[config.mk]
export PLATFORM = sky130hd
export DESIGN_NAME = rfid_ascii_frame_checker_core
export DESIGN_NICKNAME = d
export VERILOG_FILES = /design/src/hw/rtl/rfa_pkg.sv /design/src/hw/rtl/rfa_front.sv /design/src/hw/rtl/rfa_cmd_fifo.sv /design/src/hw/rtl/rfa_back.sv /design/src/hw/rtl/rfid_ascii_frame_checker_core.sv
export SDC_FILE = /design/constraint.sdc
export NUM_CORES = 1
export LEC_CHECK = 0
export BUFFER_PORTS_ARGS = -buffer_cell sky130_fd_sc_hd__buf_2
export CAP_MARGIN = 0
export CORE_UTILIZATION = 39
export DETAILED_ROUTE_END_ITERATION = 12
export PLACE_DENSITY = 0.54
export SLEW_MARGIN = 0
export SYNTH_ARGS = -nofsm -noshare
export SYNTH_HDL_FRONTEND = slang
export SYNTH_SLANG_ARGS = --single-unit
[constraint.sdc]
create_clock -name clk_i -period 7.1 [get_ports clk_i]
set_input_delay 0.355 -clock clk_i [delete_from_list [all_inputs] [get_ports clk_i]]
set_output_delay 0.355 -clock clk_i [all_outputs]
set_load 0.02 [all_outputs]
[src/hw/rtl/rfa_pkg.sv]
// Shared types, constants and helper functions for the RFID ASCII frame checker.
// Used by the front, the frame command queue, the back and the top level.
package rfa_pkg;

  // Number of ASCII hex characters in one tag ID.
  localparam int unsigned ID_CHARS = 10;
  localparam int unsigned IDX_W    = $clog2(ID_CHARS);

  // Depth of the frame command queue between front and back.
  localparam int unsigned CMD_DEPTH = 2;
  localparam int unsigned CMD_PTR_W = (CMD_DEPTH > 1) ? $clog2(CMD_DEPTH) : 1;
  localparam int unsigned CMD_CNT_W = $clog2(CMD_DEPTH + 1);

  localparam int unsigned BYTE_W       = 8;
  localparam int unsigned CHAR_INDEX_W = 4;
  localparam int unsigned POS_W        = 5;

  localparam logic [BYTE_W-1:0] START_BYTE = 8'd2;
  localparam logic [BYTE_W-1:0] END_BYTE   = 8'd3;

  // Frame positions: hunting, ID characters, two checksum characters,
  // two skipped bytes (CR, LF) and the end byte.
  localparam logic [POS_W-1:0] POS_HUNT     = POS_W'(0);
  localparam logic [POS_W-1:0] POS_ID_FIRST = POS_W'(1);
  localparam logic [POS_W-1:0] POS_ID_LAST  = POS_W'(ID_CHARS);
  localparam logic [POS_W-1:0] POS_CHK0     = POS_W'(ID_CHARS + 1);
  localparam logic [POS_W-1:0] POS_CHK1     = POS_W'(ID_CHARS + 2);
  localparam logic [POS_W-1:0] POS_SKIP0    = POS_W'(ID_CHARS + 3);
  localparam logic [POS_W-1:0] POS_SKIP1    = POS_W'(ID_CHARS + 4);
  localparam logic [POS_W-1:0] POS_END      = POS_W'(ID_CHARS + 5);

  typedef enum logic [1:0] {
    ST_OK        = 2'd0,
    ST_BAD_END   = 2'd1,
    ST_BAD_CHECK = 2'd2
  } status_e;

  // One finished frame handed from the front to the back.
  typedef struct packed {
    status_e                             status;
    logic [ID_CHARS-1:0][BYTE_W-1:0]     id;
  } frame_cmd_t;

  // ASCII hex digit to value, with 8-bit wrap for anything not a decimal digit.
  function automatic logic [BYTE_W-1:0] hex_value(input logic [BYTE_W-1:0] c);
    if (c > 8'd47 && c < 8'd58) begin
      return c - 8'd48;
    end
    return c - 8'd55;
  endfunction

  // Value back to ASCII; values that are below 10 as a signed byte take the digit offset.
  function automatic logic [BYTE_W-1:0] hex_encode(input logic [BYTE_W-1:0] v);
    if (v < 8'd10 || v[BYTE_W-1]) begin
      return v + 8'd48;
    end
    return v + 8'd55;
  endfunction

endpackage

[src/hw/rtl/rfa_front.sv]
// Front of the frame checker: tracks the frame position, stores the ID characters,
// folds the checksum as bytes arrive and queues one command per finished frame.
// Depends on rfa_pkg.
module rfa_front (
  input  logic                     clk_i,
  input  logic                     rst_ni,
  input  logic                     push,
  output logic                     full,
  input  logic [rfa_pkg::BYTE_W-1:0] rx_byte_i,
  input  logic                     cmd_full_i,
  output logic                     cmd_push_o,
  output rfa_pkg::frame_cmd_t      cmd_o
);

  logic [rfa_pkg::POS_W-1:0]  pos_q, pos_d;
  logic [rfa_pkg::BYTE_W-1:0] even_x_q, even_x_d;
  logic [rfa_pkg::BYTE_W-1:0] odd_x_q, odd_x_d;
  logic [rfa_pkg::BYTE_W-1:0] chk0_q, chk1_q;
  logic [rfa_pkg::ID_CHARS-1:0][rfa_pkg::BYTE_W-1:0] id_store_q;

  logic                       at_end;
  logic                       accept;
  logic                       id_wr;
  logic [rfa_pkg::IDX_W-1:0]  id_wr_idx;
  logic [rfa_pkg::POS_W-1:0]  pos_minus_one;
  logic [rfa_pkg::BYTE_W-1:0] rx_value;
  logic                       check_ok;

  // Only the end byte needs room in the command queue.
  assign at_end = (pos_q == rfa_pkg::POS_END);
  assign full   = at_end && cmd_full_i;
  assign accept = push && !full;

  assign pos_minus_one = pos_q - rfa_pkg::POS_W'(1);
  assign id_wr_idx     = pos_minus_one[rfa_pkg::IDX_W-1:0];
  assign rx_value      = rfa_pkg::hex_value(rx_byte_i);
  assign id_wr         = accept &&
                         (pos_q inside {[rfa_pkg::POS_ID_FIRST:rfa_pkg::POS_ID_LAST]});

  assign check_ok = (rfa_pkg::hex_encode(even_x_q) == chk0_q) &&
                    (rfa_pkg::hex_encode(odd_x_q) == chk1_q);

  always_comb begin
    pos_d      = pos_q;
    even_x_d   = even_x_q;
    odd_x_d    = odd_x_q;
    cmd_push_o = 1'b0;
    cmd_o.id   = id_store_q;
    if (rx_byte_i != rfa_pkg::END_BYTE) begin
      cmd_o.status = rfa_pkg::ST_BAD_END;
    end else if (!check_ok) begin
      cmd_o.status = rfa_pkg::ST_BAD_CHECK;
    end else begin
      cmd_o.status = rfa_pkg::ST_OK;
    end

    if (accept) begin
      if (pos_q == rfa_pkg::POS_HUNT) begin
        if (rx_byte_i == rfa_pkg::START_BYTE) begin
          pos_d    = rfa_pkg::POS_ID_FIRST;
          even_x_d = '0;
          odd_x_d  = '0;
        end
      end else if (at_end) begin
        pos_d      = rfa_pkg::POS_HUNT;
        cmd_push_o = 1'b1;
      end else begin
        pos_d = pos_q + rfa_pkg::POS_W'(1);
        if (id_wr) begin
          // Odd frame positions hold the even-indexed ID characters.
          if (pos_q[0]) begin
            even_x_d = even_x_q ^ rx_value;
          end else begin
            odd_x_d = odd_x_q ^ rx_value;
          end
        end
      end
    end
  end

  always_ff @(posedge clk_i or negedge rst_ni) begin
    if (!rst_ni) begin
      pos_q <= rfa_pkg::POS_HUNT;
    end else begin
      pos_q <= pos_d;
    end
  end

  always_ff @(posedge clk_i) begin
    even_x_q <= even_x_d;
    odd_x_q  <= odd_x_d;
    if (id_wr) begin
      id_store_q[id_wr_idx] <= rx_byte_i;
    end
    if (accept && pos_q == rfa_pkg::POS_CHK0) begin
      chk0_q <= rx_byte_i;
    end
    if (accept && pos_q == rfa_pkg::POS_CHK1) begin
      chk1_q <= rx_byte_i;
    end
  end

  a_end_returns_to_hunt: assert property (@(posedge clk_i) disable iff (!rst_ni)
    (accept && at_end) |=> (pos_q == rfa_pkg::POS_HUNT))
    else $error("frame position did not return to hunting after the end byte");

endmodule

[src/hw/rtl/rfa_cmd_fifo.sv]
// Short queue of finished frame commands between the front and the back.
// Depends on rfa_pkg for the command type and the queue depth.
module rfa_cmd_fifo (
  input  logic                clk_i,
  input  logic                rst_ni,
  input  logic                push_i,
  input  rfa_pkg::frame_cmd_t push_data_i,
  output logic                full_o,
  input  logic                pop_i,
  output logic                valid_o,
  output rfa_pkg::frame_cmd_t pop_data_o
);

  rfa_pkg::frame_cmd_t                 entry_q [rfa_pkg::CMD_DEPTH];
  logic [rfa_pkg::CMD_PTR_W-1:0]       wr_ptr_q, rd_ptr_q;
  logic [rfa_pkg::CMD_CNT_W-1:0]       count_q;
  logic                                do_push, do_pop;

  localparam logic [rfa_pkg::CMD_PTR_W-1:0] PtrLast = rfa_pkg::CMD_PTR_W'(rfa_pkg::CMD_DEPTH - 1);
  localparam logic [rfa_pkg::CMD_CNT_W-1:0] CntFull = rfa_pkg::CMD_CNT_W'(rfa_pkg::CMD_DEPTH);

  assign full_o     = (count_q == CntFull);
  assign valid_o    = (count_q != '0);
  assign do_push    = push_i && !full_o;
  assign do_pop     = pop_i && valid_o;
  assign pop_data_o = entry_q[rd_ptr_q];

  always_ff @(posedge clk_i or negedge rst_ni) begin
    if (!rst_ni) begin
      wr_ptr_q <= '0;
      rd_ptr_q <= '0;
      count_q  <= '0;
    end else begin
      if (do_push) begin
        wr_ptr_q <= (wr_ptr_q == PtrLast) ? '0 : wr_ptr_q + rfa_pkg::CMD_PTR_W'(1);
      end
      if (do_pop) begin
        rd_ptr_q <= (rd_ptr_q == PtrLast) ? '0 : rd_ptr_q + rfa_pkg::CMD_PTR_W'(1);
      end
      if (do_push && !do_pop) begin
        count_q <= count_q + rfa_pkg::CMD_CNT_W'(1);
      end else if (do_pop && !do_push) begin
        count_q <= count_q - rfa_pkg::CMD_CNT_W'(1);
      end
    end
  end

  always_ff @(posedge clk_i) begin
    if (do_push) begin
      entry_q[wr_ptr_q] <= push_data_i;
    end
  end

  a_no_push_when_full: assert property (@(posedge clk_i) disable iff (!rst_ni)
    push_i |-> !full_o)
    else $error("frame command pushed into a full queue");

endmodule

[src/hw/rtl/rfa_back.sv]
// Back of the frame checker: takes one frame command at a time and plays it out
// as result words through an output register. Depends on rfa_pkg.
module rfa_back (
  input  logic                               clk_i,
  input  logic                               rst_ni,
  input  logic                               cmd_valid_i,
  input  rfa_pkg::frame_cmd_t                cmd_i,
  output logic                               cmd_pop_o,
  output logic                               empty,
  input  logic                               pop,
  output logic [rfa_pkg::BYTE_W-1:0]         id_char_o,
  output logic [rfa_pkg::CHAR_INDEX_W-1:0]   char_index_o,
  output logic [1:0]                         status_o,
  output logic                               last_o
);

  localparam logic [rfa_pkg::IDX_W-1:0] IdxLast = rfa_pkg::IDX_W'(rfa_pkg::ID_CHARS - 1);

  logic                       busy_q, busy_d;
  logic [rfa_pkg::IDX_W-1:0]  idx_q, idx_d;
  rfa_pkg::frame_cmd_t        cmd_q, cmd_d;
  logic                       out_valid_q, out_valid_d;
  logic [rfa_pkg::BYTE_W-1:0]       out_char_q, out_char_d;
  logic [rfa_pkg::CHAR_INDEX_W-1:0] out_idx_q, out_idx_d;
  rfa_pkg::status_e           out_status_q, out_status_d;
  logic                       out_last_q, out_last_d;

  logic                       out_free;
  logic                       issue;
  logic                       is_last;

  assign out_free  = !out_valid_q || pop;
  assign issue     = busy_q && out_free;
  assign is_last   = (cmd_q.status != rfa_pkg::ST_OK) || (idx_q == IdxLast);
  assign cmd_pop_o = !busy_q && cmd_valid_i;

  always_comb begin
    busy_d       = busy_q;
    idx_d        = idx_q;
    cmd_d        = cmd_q;
    out_valid_d  = out_valid_q;
    out_char_d   = out_char_q;
    out_idx_d    = out_idx_q;
    out_status_d = out_status_q;
    out_last_d   = out_last_q;

    if (cmd_pop_o) begin
      busy_d = 1'b1;
      cmd_d  = cmd_i;
      idx_d  = '0;
    end

    if (issue) begin
      out_valid_d  = 1'b1;
      out_status_d = cmd_q.status;
      out_last_d   = is_last;
      if (cmd_q.status == rfa_pkg::ST_OK) begin
        out_char_d = cmd_q.id[idx_q];
        out_idx_d  = rfa_pkg::CHAR_INDEX_W'(idx_q);
      end else begin
        out_char_d = '0;
        out_idx_d  = '0;
      end
      if (is_last) begin
        busy_d = 1'b0;
      end else begin
        idx_d = idx_q + rfa_pkg::IDX_W'(1);
      end
    end else if (pop) begin
      out_valid_d = 1'b0;
    end
  end

  always_ff @(posedge clk_i or negedge rst_ni) begin
    if (!rst_ni) begin
      busy_q      <= 1'b0;
      idx_q       <= '0;
      out_valid_q <= 1'b0;
    end else begin
      busy_q      <= busy_d;
      idx_q       <= idx_d;
      out_valid_q <= out_valid_d;
    end
  end

  always_ff @(posedge clk_i) begin
    cmd_q        <= cmd_d;
    out_char_q   <= out_char_d;
    out_idx_q    <= out_idx_d;
    out_status_q <= out_status_d;
    out_last_q   <= out_last_d;
  end

  assign empty        = !out_valid_q;
  assign id_char_o    = out_char_q;
  assign char_index_o = out_idx_q;
  assign status_o     = out_status_q;
  assign last_o       = out_last_q;

  a_last_ends_run: assert property (@(posedge clk_i) disable iff (!rst_ni)
    (issue && is_last) |=> !busy_q)
    else $error("back stayed busy after issuing the last word of a run");

  a_idx_in_range: assert property (@(posedge clk_i) disable iff (!rst_ni)
    busy_q |-> (idx_q <= IdxLast))
    else $error("character index ran past the ID length");

  a_error_word_is_last: assert property (@(posedge clk_i) disable iff (!rst_ni)
    (issue && cmd_q.status != rfa_pkg::ST_OK) |=> (out_valid_q && out_last_q))
    else $error("error word was not flagged as last");

endmodule

[src/hw/rtl/rfid_ascii_frame_checker_core.sv]
// Top level of the RFID ASCII frame checker: front, frame command queue and back.
// Depends on rfa_pkg, rfa_front, rfa_cmd_fifo and rfa_back.
//
//   channel   direction  handshake          words
//   rx        in         push / full        rx_byte_i
//   result    out        empty / pop        id_char_o, char_index_o, status_o, last_o
//
// One received byte is taken per cycle; full rises only on the end byte of a frame
// while the two-entry command queue holds two frames not yet started by the back.
// A good frame plays out as ID_CHARS result words, one per cycle while the output
// register is free (empty or popped); a bad frame gives one word. The back takes
// a new command in the cycle after the last word of the previous one is issued.
// Reset clears the frame position, the queue pointers and the output valid flag;
// the ID and checksum stores need no clearing. A stalled pop holds the output word.
module rfid_ascii_frame_checker_core (
  input  logic                             clk_i,
  input  logic                             rst_ni,
  input  logic                             push,
  output logic                             full,
  input  logic [rfa_pkg::BYTE_W-1:0]       rx_byte_i,
  output logic                             empty,
  input  logic                             pop,
  output logic [rfa_pkg::BYTE_W-1:0]       id_char_o,
  output logic [rfa_pkg::CHAR_INDEX_W-1:0] char_index_o,
  output logic [1:0]                       status_o,
  output logic                             last_o
);

  rfa_pkg::frame_cmd_t front_cmd;
  rfa_pkg::frame_cmd_t back_cmd;
  logic                cmd_push;
  logic                cmd_full;
  logic                cmd_valid;
  logic                cmd_pop;

  rfa_front u_front (
    .clk_i      (clk_i),
    .rst_ni     (rst_ni),
    .push       (push),
    .full       (full),
    .rx_byte_i  (rx_byte_i),
    .cmd_full_i (cmd_full),
    .cmd_push_o (cmd_push),
    .cmd_o      (front_cmd)
  );

  rfa_cmd_fifo u_cmd_fifo (
    .clk_i       (clk_i),
    .rst_ni      (rst_ni),
    .push_i      (cmd_push),
    .push_data_i (front_cmd),
    .full_o      (cmd_full),
    .pop_i       (cmd_pop),
    .valid_o     (cmd_valid),
    .pop_data_o  (back_cmd)
  );

  rfa_back u_back (
    .clk_i        (clk_i),
    .rst_ni       (rst_ni),
    .cmd_valid_i  (cmd_valid),
    .cmd_i        (back_cmd),
    .cmd_pop_o    (cmd_pop),
    .empty        (empty),
    .pop          (pop),
    .id_char_o    (id_char_o),
    .char_index_o (char_index_o),
    .status_o     (status_o),
    .last_o       (last_o)
  );

endmodule
==> results of run 1 <==
area by class of cell:
type | count | area, um^2
clock inverters | 19 | 205
repair buffers | 40 | 233
well taps | 511 | 639
fillers | 3279 | 20700
clock buffers | 54 | 1120
flip-flops and latches | 388 | 11600
inverters | 29 | 110
multi-input cells | 389 | 3360
logic make-up after synthesis:
logic type	Yosys count	share of synthesized area
flip-flops	388	0.763
AND/OR/NAND/NOR	128	0.0447
multiplexers	118	0.0979
AO/OA/AOI/OAI	77	0.0348
buffers and inverters	60	0.0158
XOR/XNOR	47	0.0280
adder cells (fa/ha/maj)	19	0.0157
flip-flops by register name (all words and copies together), names as in the netlist, 5 cells and up:
name                flops
u_front.pos_q           5
u_front.cmd_o          80
u_back.id_char_o        8
u_front.chk0_q          8
u_front.even_x_q        8
u_cmd_fifo.entry_q    164
u_back.cmd_q           82
u_front.chk1_q          8
u_front.odd_x_q         8
placed cells by master (no fill, tap or decap), drive strengths merged, types with 4 or more instances in the layout:
master    n
dfrtp    15
edfxtp  373
nor2     36
buf      39
a31oi     5
clkinv   14
clkbuf   54
mux2i    19
mux2     83
inv      29
or3       5
o211ai    5
ha       19
a211oi    5
a21o      4
nand2    17
a21oi    16
and2     20
bufinv    4
o21ai    12
nand2b    6
xor2     17
nor3      8
nand3    12
mux4     16
and3      7
xnor2    29
o22ai    11
worst paths after layout:
kind / from / slack (ns) / cells past startpoint / endpoint
min in group asynchronous: rst_ni / 0.28 / 2 / u_back.idx_q[2]$_DFF_PN0_
worst max-delay path: u_front.pos_q[1]$_DFFE_PN0P_ / 4.04 / 6 / u_cmd_fifo.entry_q[0][29]$_DFFE_PP_
worst min register to register: u_front.cmd_o[21]$_DFFE_PP_ / 0.43 / 0 / u_cmd_fifo.entry_q[1][21]$_DFFE_PP_
max in group asynchronous: rst_ni / 6.50 / 2 / u_cmd_fifo.rd_ptr_q$_DFFE_PN0P_
worst max register to register: u_front.pos_q[1]$_DFFE_PN0P_ / 4.04 / 6 / u_cmd_fifo.entry_q[0][29]$_DFFE_PP_
worst min-delay path: pop / 0.15 / 3 / u_back.out_valid_q$_DFFE_PN0P_
metrics by stage:
step           utilization  std cells
3_5_place_dp         0.420       1356
4_1_cts              0.455       1430
3_3_place_gp         0.420       1356
5_1_grt              0.455       1430
2_1_floorplan            -        837
6_report             0.455       1430
power groups by stage:
stage | clock network (mW) | logic, mW | registers, mW
global placement | 0 | 1.34 | 3.34
CTS | 2.14 | 1.36 | 3.30
detailed placement | 0 | 1.35 | 3.35
global route | 2.23 | 1.45 | 3.35
finish | 2.08 | 1.32 | 3.29
floorplan | 0 | 1.00 | 3.23
metal layers:
metal,routed length (um),up-vias,GRT usage
met1,12500,3570,0.192
met3,1060,48,0.0253
li1,-,3347,-
met4,724,0,0.0524
met2,14700,138,0.265
met5,0,-,0
worst reg2reg max path: cells and delay by family, from the launching register on:
kind	cells	cell delay, ns
fa+ha+maj	1	0.25
flops	1	0.48
simple gates	4	1.05
buf+inv	1	0.84
==> impl_metrics.yaml, run 1 <==
timing:
  rsz0062_at_grt: "no"
  holdWs_ns: 0.155
  setup_viol: 0
  final.setup.tns_ns: 0
  fin_ws_ns: 4.04
  hold_viol: 0
  fin_skew_ns: 0.0277
  relSlewSlack: 0.248
  finalCritPeriodShare: 0.431
  fin_crit_ns: 3.06
  worst_slew_pin_slew_ns: 1.13
  slew_viol_final: 0
  max_freq_mhz: 327
clock_tree:
  h-tree-depth: 2
  cts_resized: 0
  cts_buffer_depth: 3
  clk_latency_ns: 0.53
  cts_setup_buffers: 0
  cts_sinks: 388
  numCtsBuffers: 41
  tritoncts: "done"
  path_clk_slew_ns: 0.06
  hold_buffers: 1
  cts_root_buf: "clkbuf_16"
final_layout:
  area_growth_pct: 13.7
  diodes: 0
  nets: 920
  drive_gt1_frac: 0.224
  final_area_um2: 17200
floorplanning:
  row_count: 71
  core_area_um2: 37900
  die_h_um: 199
  pin_count: 29
  initial_core_util: 0.400
  die_area_um2: 39700
  fp.dieW_um: 199
setup_path:
  crit_required_ns: 7.23
  crit_type: "reg -> reg"
  cp_max_fo: 61
  crit_family: "simple AND/OR/NAND/NOR gates"
  arrival_ns: 3.19
  slowest_delay_ns: 0.83
  path_cells: "ha_1, nand3_1, nor2_1, nand3_1, nor2_4, buf_4"
  crit_slowest_cell: "buf_4"
  worst-path-buf-inv: 1
  end_kind: "flip-flop"
  start_kind: "flip-flop"
  path_common_cell: "nand3_1"
pwr:
  total_leakage_power_nw: 5.80
  power_mw: 6.70
  pwr-share-seq: 0.491
  combinationalPowerShare: 0.197
  switchingPower_mw: 1.85
  p_int_mw: 4.85
  p_sw_frac: 0.276
  vdd_drop_max_mv: 0.193
  cellPowerDensity_nw_per_um2: 388
  clockPowerShare: 0.311
route:
  wl_per_cell_um: 20.2
  viasPerCell: 4.97
  drt_iter0_markers: 430
  vias: 7103
  dr.pass1.iters: 5
  postRouteAntennaNets: 0
  drt-total-wl_mm: 29.0
  drc: 0
yosys:
  seq_area_frac_synth: 0.763
  syn_area_um2: 15200
  synth_flop_cell: "edfxtp_1"
  synth_common_cells: "edfxtp_1, mux2_2, nor2_1"
  synth_seq_cells: 388
  synth_nets: 868
  synth_most_common_cell: "edfxtp_1"
  synth_async_sr_flop_share: 0.0387
  synth_cells: 837
  synth_area_leaders: "edfxtp_1, mux2_2, dfrtp_1"
  netlist.area_leader.share: 0.738
  yosysWarnings: 0
  synth_largest_area_cell: "edfxtp_1"
  avgSynthCellArea_um2: 18.1
  ys_types: 54
  synth-edff-count: 373
grt:
  grt_max_degree: 80
  grt_pass1_vias: 7356
  grt.overflow.total: 0
  antenna_found_initial: 0
  grtUsageTotal: 0.152
  grt_pass1_wl_mm: 44.1
outcome:
  status: "finished, final reports clean"
placement:
  dp_slack_ns: 3.98
  dp_hpwl_mm: 16.9
  port_buffers: 28
  gp_congestion: 0.796
  dpl_cell_area_um2: 15900
flow_run:
  cap_viol_max_count: 0
min_path:
  hold_class: "in -> reg"
No activity file was read; power rests on OpenSTA's default activity.
==> run 2: changes to the inputs <==
ABC_AREA = 1   (was not set)
clock period = 3 ns   (was 7.1 ns; I/O delays follow)
==> run 2 against run 1 <==
Net effect:
- critical path depth increased by 3
- maximum frequency grew 30%
- global-route usage up 1.1 points
- sequential share of layout area decreased by 1.9 points
- via count is 24% higher
- die area grew 1.1%
- routed wire length up 11%
- largest power group unchanged
==> impl_metrics.yaml, run 2 <==
yosys:
  synth_compound_area_frac: 0.0467
  synth_common_cells: "edfxtp_1, nand2_1, nor2_1"
  synth_flop_cell: "edfxtp_1"
  synth_simple_gate_area_share: 0.143
  yosysWarnings: 0
  netlist.area_leader.share: 0.730
  synth_async_sr_flop_share: 0.0387
  synth_cells: 1197
  synth_nets: 1228
  synth_top_family_by_area: "simple AND/OR/NAND/NOR gates"
  synth_area_leaders: "edfxtp_1, nand2_1, dfrtp_1"
  synth_seq_cells: 388
  synth_adder_area_share: 0.0155
  ys_types: 36
  seq_area_frac_synth: 0.755
  synth-edff-count: 373
  synthMuxAreaShare: 0
  synthXorXnorAreaFrac: 0.0130
  avgSynthCellArea_um2: 12.8
  synth_largest_area_cell: "edfxtp_1"
  syn_area_um2: 15300
clock_tree:
  cts_buffer_depth: 3
  numCtsBuffers: 42
  cts_resized: 0
  path_clk_slew_ns: 0.06
  tritoncts: "done"
  cts_root_buf: "clkbuf_16"
  cts_sinks: 388
  clk_latency_ns: 0.53
  h-tree-depth: 2
timing:
  max_freq_mhz: 426
  fin_crit_ns: 2.35
  final.setup.tns_ns: 0
  finalCritPeriodShare: 0.783
  worst_slew_pin_slew_ns: 1.02
  fin_ws_ns: 0.652
  rsz0062_at_grt: "no"
  setup_viol: 0
  relSlewSlack: 0.320
  slew_viol_final: 0
  hold_viol: 0
  fin_skew_ns: 0.00962
setup_path:
  end_kind: "flip-flop"
  cp_max_fo: 40
  crit_type: "reg -> reg"
  crit_required_ns: 3.21
  start_kind: "flip-flop"
  arrival_ns: 2.56
final_layout:
  nets: 1309
  fillers: 3474
  layout_common_cells: "nand2_1, edfxtp_1, nor2_1"
  seqCellArea_um2: 11600
  regMostFlops: "u_cmd_fifo.entry_q"
  largest_register_ffs: 164
  final_area_um2: 17800
  multi_input_area_um2: 3380
  drive_gt1_frac: 0.115
  diodes: 0
  area_growth_pct: 15.8
outcome:
  status: "finished, final reports clean"
placement:
  port_buffers: 28
  dp_slack_ns: 0.640
  gp_congestion: 0.811
  dpl_cell_area_um2: 16400
  dp_hpwl_mm: 19.7
min_path:
  hold_class: "in -> async"
floorplanning:
  row_count: 72
  die_area_um2: 40100
  die_h_um: 200
  initial_core_util: 0.396
  core_area_um2: 38700
  pin_count: 29
  fp.dieW_um: 200
pwr:
  switchingPower_mw: 5.10
  pwr-share-seq: 0.469
  vdd_drop_max_mv: 0.362
  power_mw: 16.4
  combinationalPowerShare: 0.229
  p_int_mw: 11.3
  p_sw_frac: 0.312
  cellPowerDensity_nw_per_um2: 922
  clockPowerShare: 0.302
  total_leakage_power_nw: 6.68
grt:
  antenna_found_initial: 0
  grtUsageTotal: 0.163
  grt_pass1_vias: 8610
  grt.overflow.total: 0
  grt_pass1_wl_mm: 49.8
  grt_max_degree: 85
route:
  drt-total-wl_mm: 32.0
  wl_per_cell_um: 17.5
  postRouteAntennaNets: 0
  vias: 8773
  drc: 0
  dr.pass1.iters: 4
  drt_iter0_markers: 518
  viasPerCell: 4.80
flow_run:
  cap_viol_max_count: 0
==> run 2: worst paths after layout <==
check                      cells past startpoint                             endpoint  slack (ns)                          from
max reg2reg                                    9  u_cmd_fifo.entry_q[1][77]$_DFFE_PP_        0.65  u_front.pos_q[0]$_DFFE_PN0P_
min in group clk_i                             2          u_front.chk0_q[6]$_DFFE_PP_        0.12                  rx_byte_i[6]
max in group asynchronous                      2      u_cmd_fifo.rd_ptr_q$_DFFE_PN0P_        2.53                        rst_ni
min                                            2      u_cmd_fifo.wr_ptr_q$_DFFE_PN0P_        0.11                        rst_ni
min reg2reg                                    0  u_cmd_fifo.entry_q[0][22]$_DFFE_PP_        0.44   u_front.cmd_o[22]$_DFFE_PP_
max                                            9  u_cmd_fifo.entry_q[1][77]$_DFFE_PP_        0.65  u_front.pos_q[0]$_DFFE_PN0P_
==> run 2: worst max-delay path, stage by stage, from the launching register on <==
cell	delay, ns
dfrtp_1	0.44
ha_2	0.24
nand4_4	0.14
nor2_2	0.06
nor2_2	0.17
inv_1	0.11
nor2_2	0.16
inv_1	0.13
nor2_4	0.26
buf_12	0.29
==> run 2: power groups by stage <==
| stage | Clock, mW | Combinational, mW | Sequential, mW |
|---|---|---|---|
| after floorplan | 0 | 2.47 | 7.75 |
| after global placement | 0 | 3.82 | 7.77 |
| after detailed placement | 0 | 3.83 | 7.79 |
| after CTS | 5.06 | 3.85 | 7.68 |
| after global routing | 5.27 | 4.26 | 7.78 |
| final | 4.94 | 3.75 | 7.68 |
==> run 2: cell families (layout without fill, tap and decap cells) <==
| kind of cell | Yosys count | in the layout |
|---|---|---|
| simple gates | 536 | 536 |
| xor+xnor | 21 | 21 |
| buf+inv | 109 | 221 |
| fa+ha+maj | 19 | 19 |
| flops | 388 | 388 |
| compound gates | 124 | 124 |
==> run 2: area by class of cell <==
type                    count  area share
well taps                 518      0.0365
inverters                  72      0.0152
repair buffers             74      0.0320
clock inverters            17     0.00986
multi-input cells         700       0.190
flip-flops and latches    388       0.652
clock buffers              58      0.0643
==> run 2: per-layer routing <==
layer | global-route usage | wire, um
met2 | 0.280 | 15600
met5 | 0 | 0
met4 | 0.0499 | 807
met3 | 0.0277 | 1600
met1 | 0.212 | 14000
==> run 2: through the flow <==
step / hold slack [ns] / std cells / util
final: 0.114 / 1827 / 0.458
after CTS: 0.100 / 1827 / 0.458
after floorplan: -0.146 / 1197 / -
after detailed placement: 0.141 / 1744 / 0.422
after global placement: 0.134 / 1744 / 0.422
after global routing: 0.115 / 1827 / 0.458
==> run 2: repair_timing <==
action	4_1_cts	5_1_grt
buffers inserted	0	0
hold endpoints to repair	27	0
hold buffers	8	0
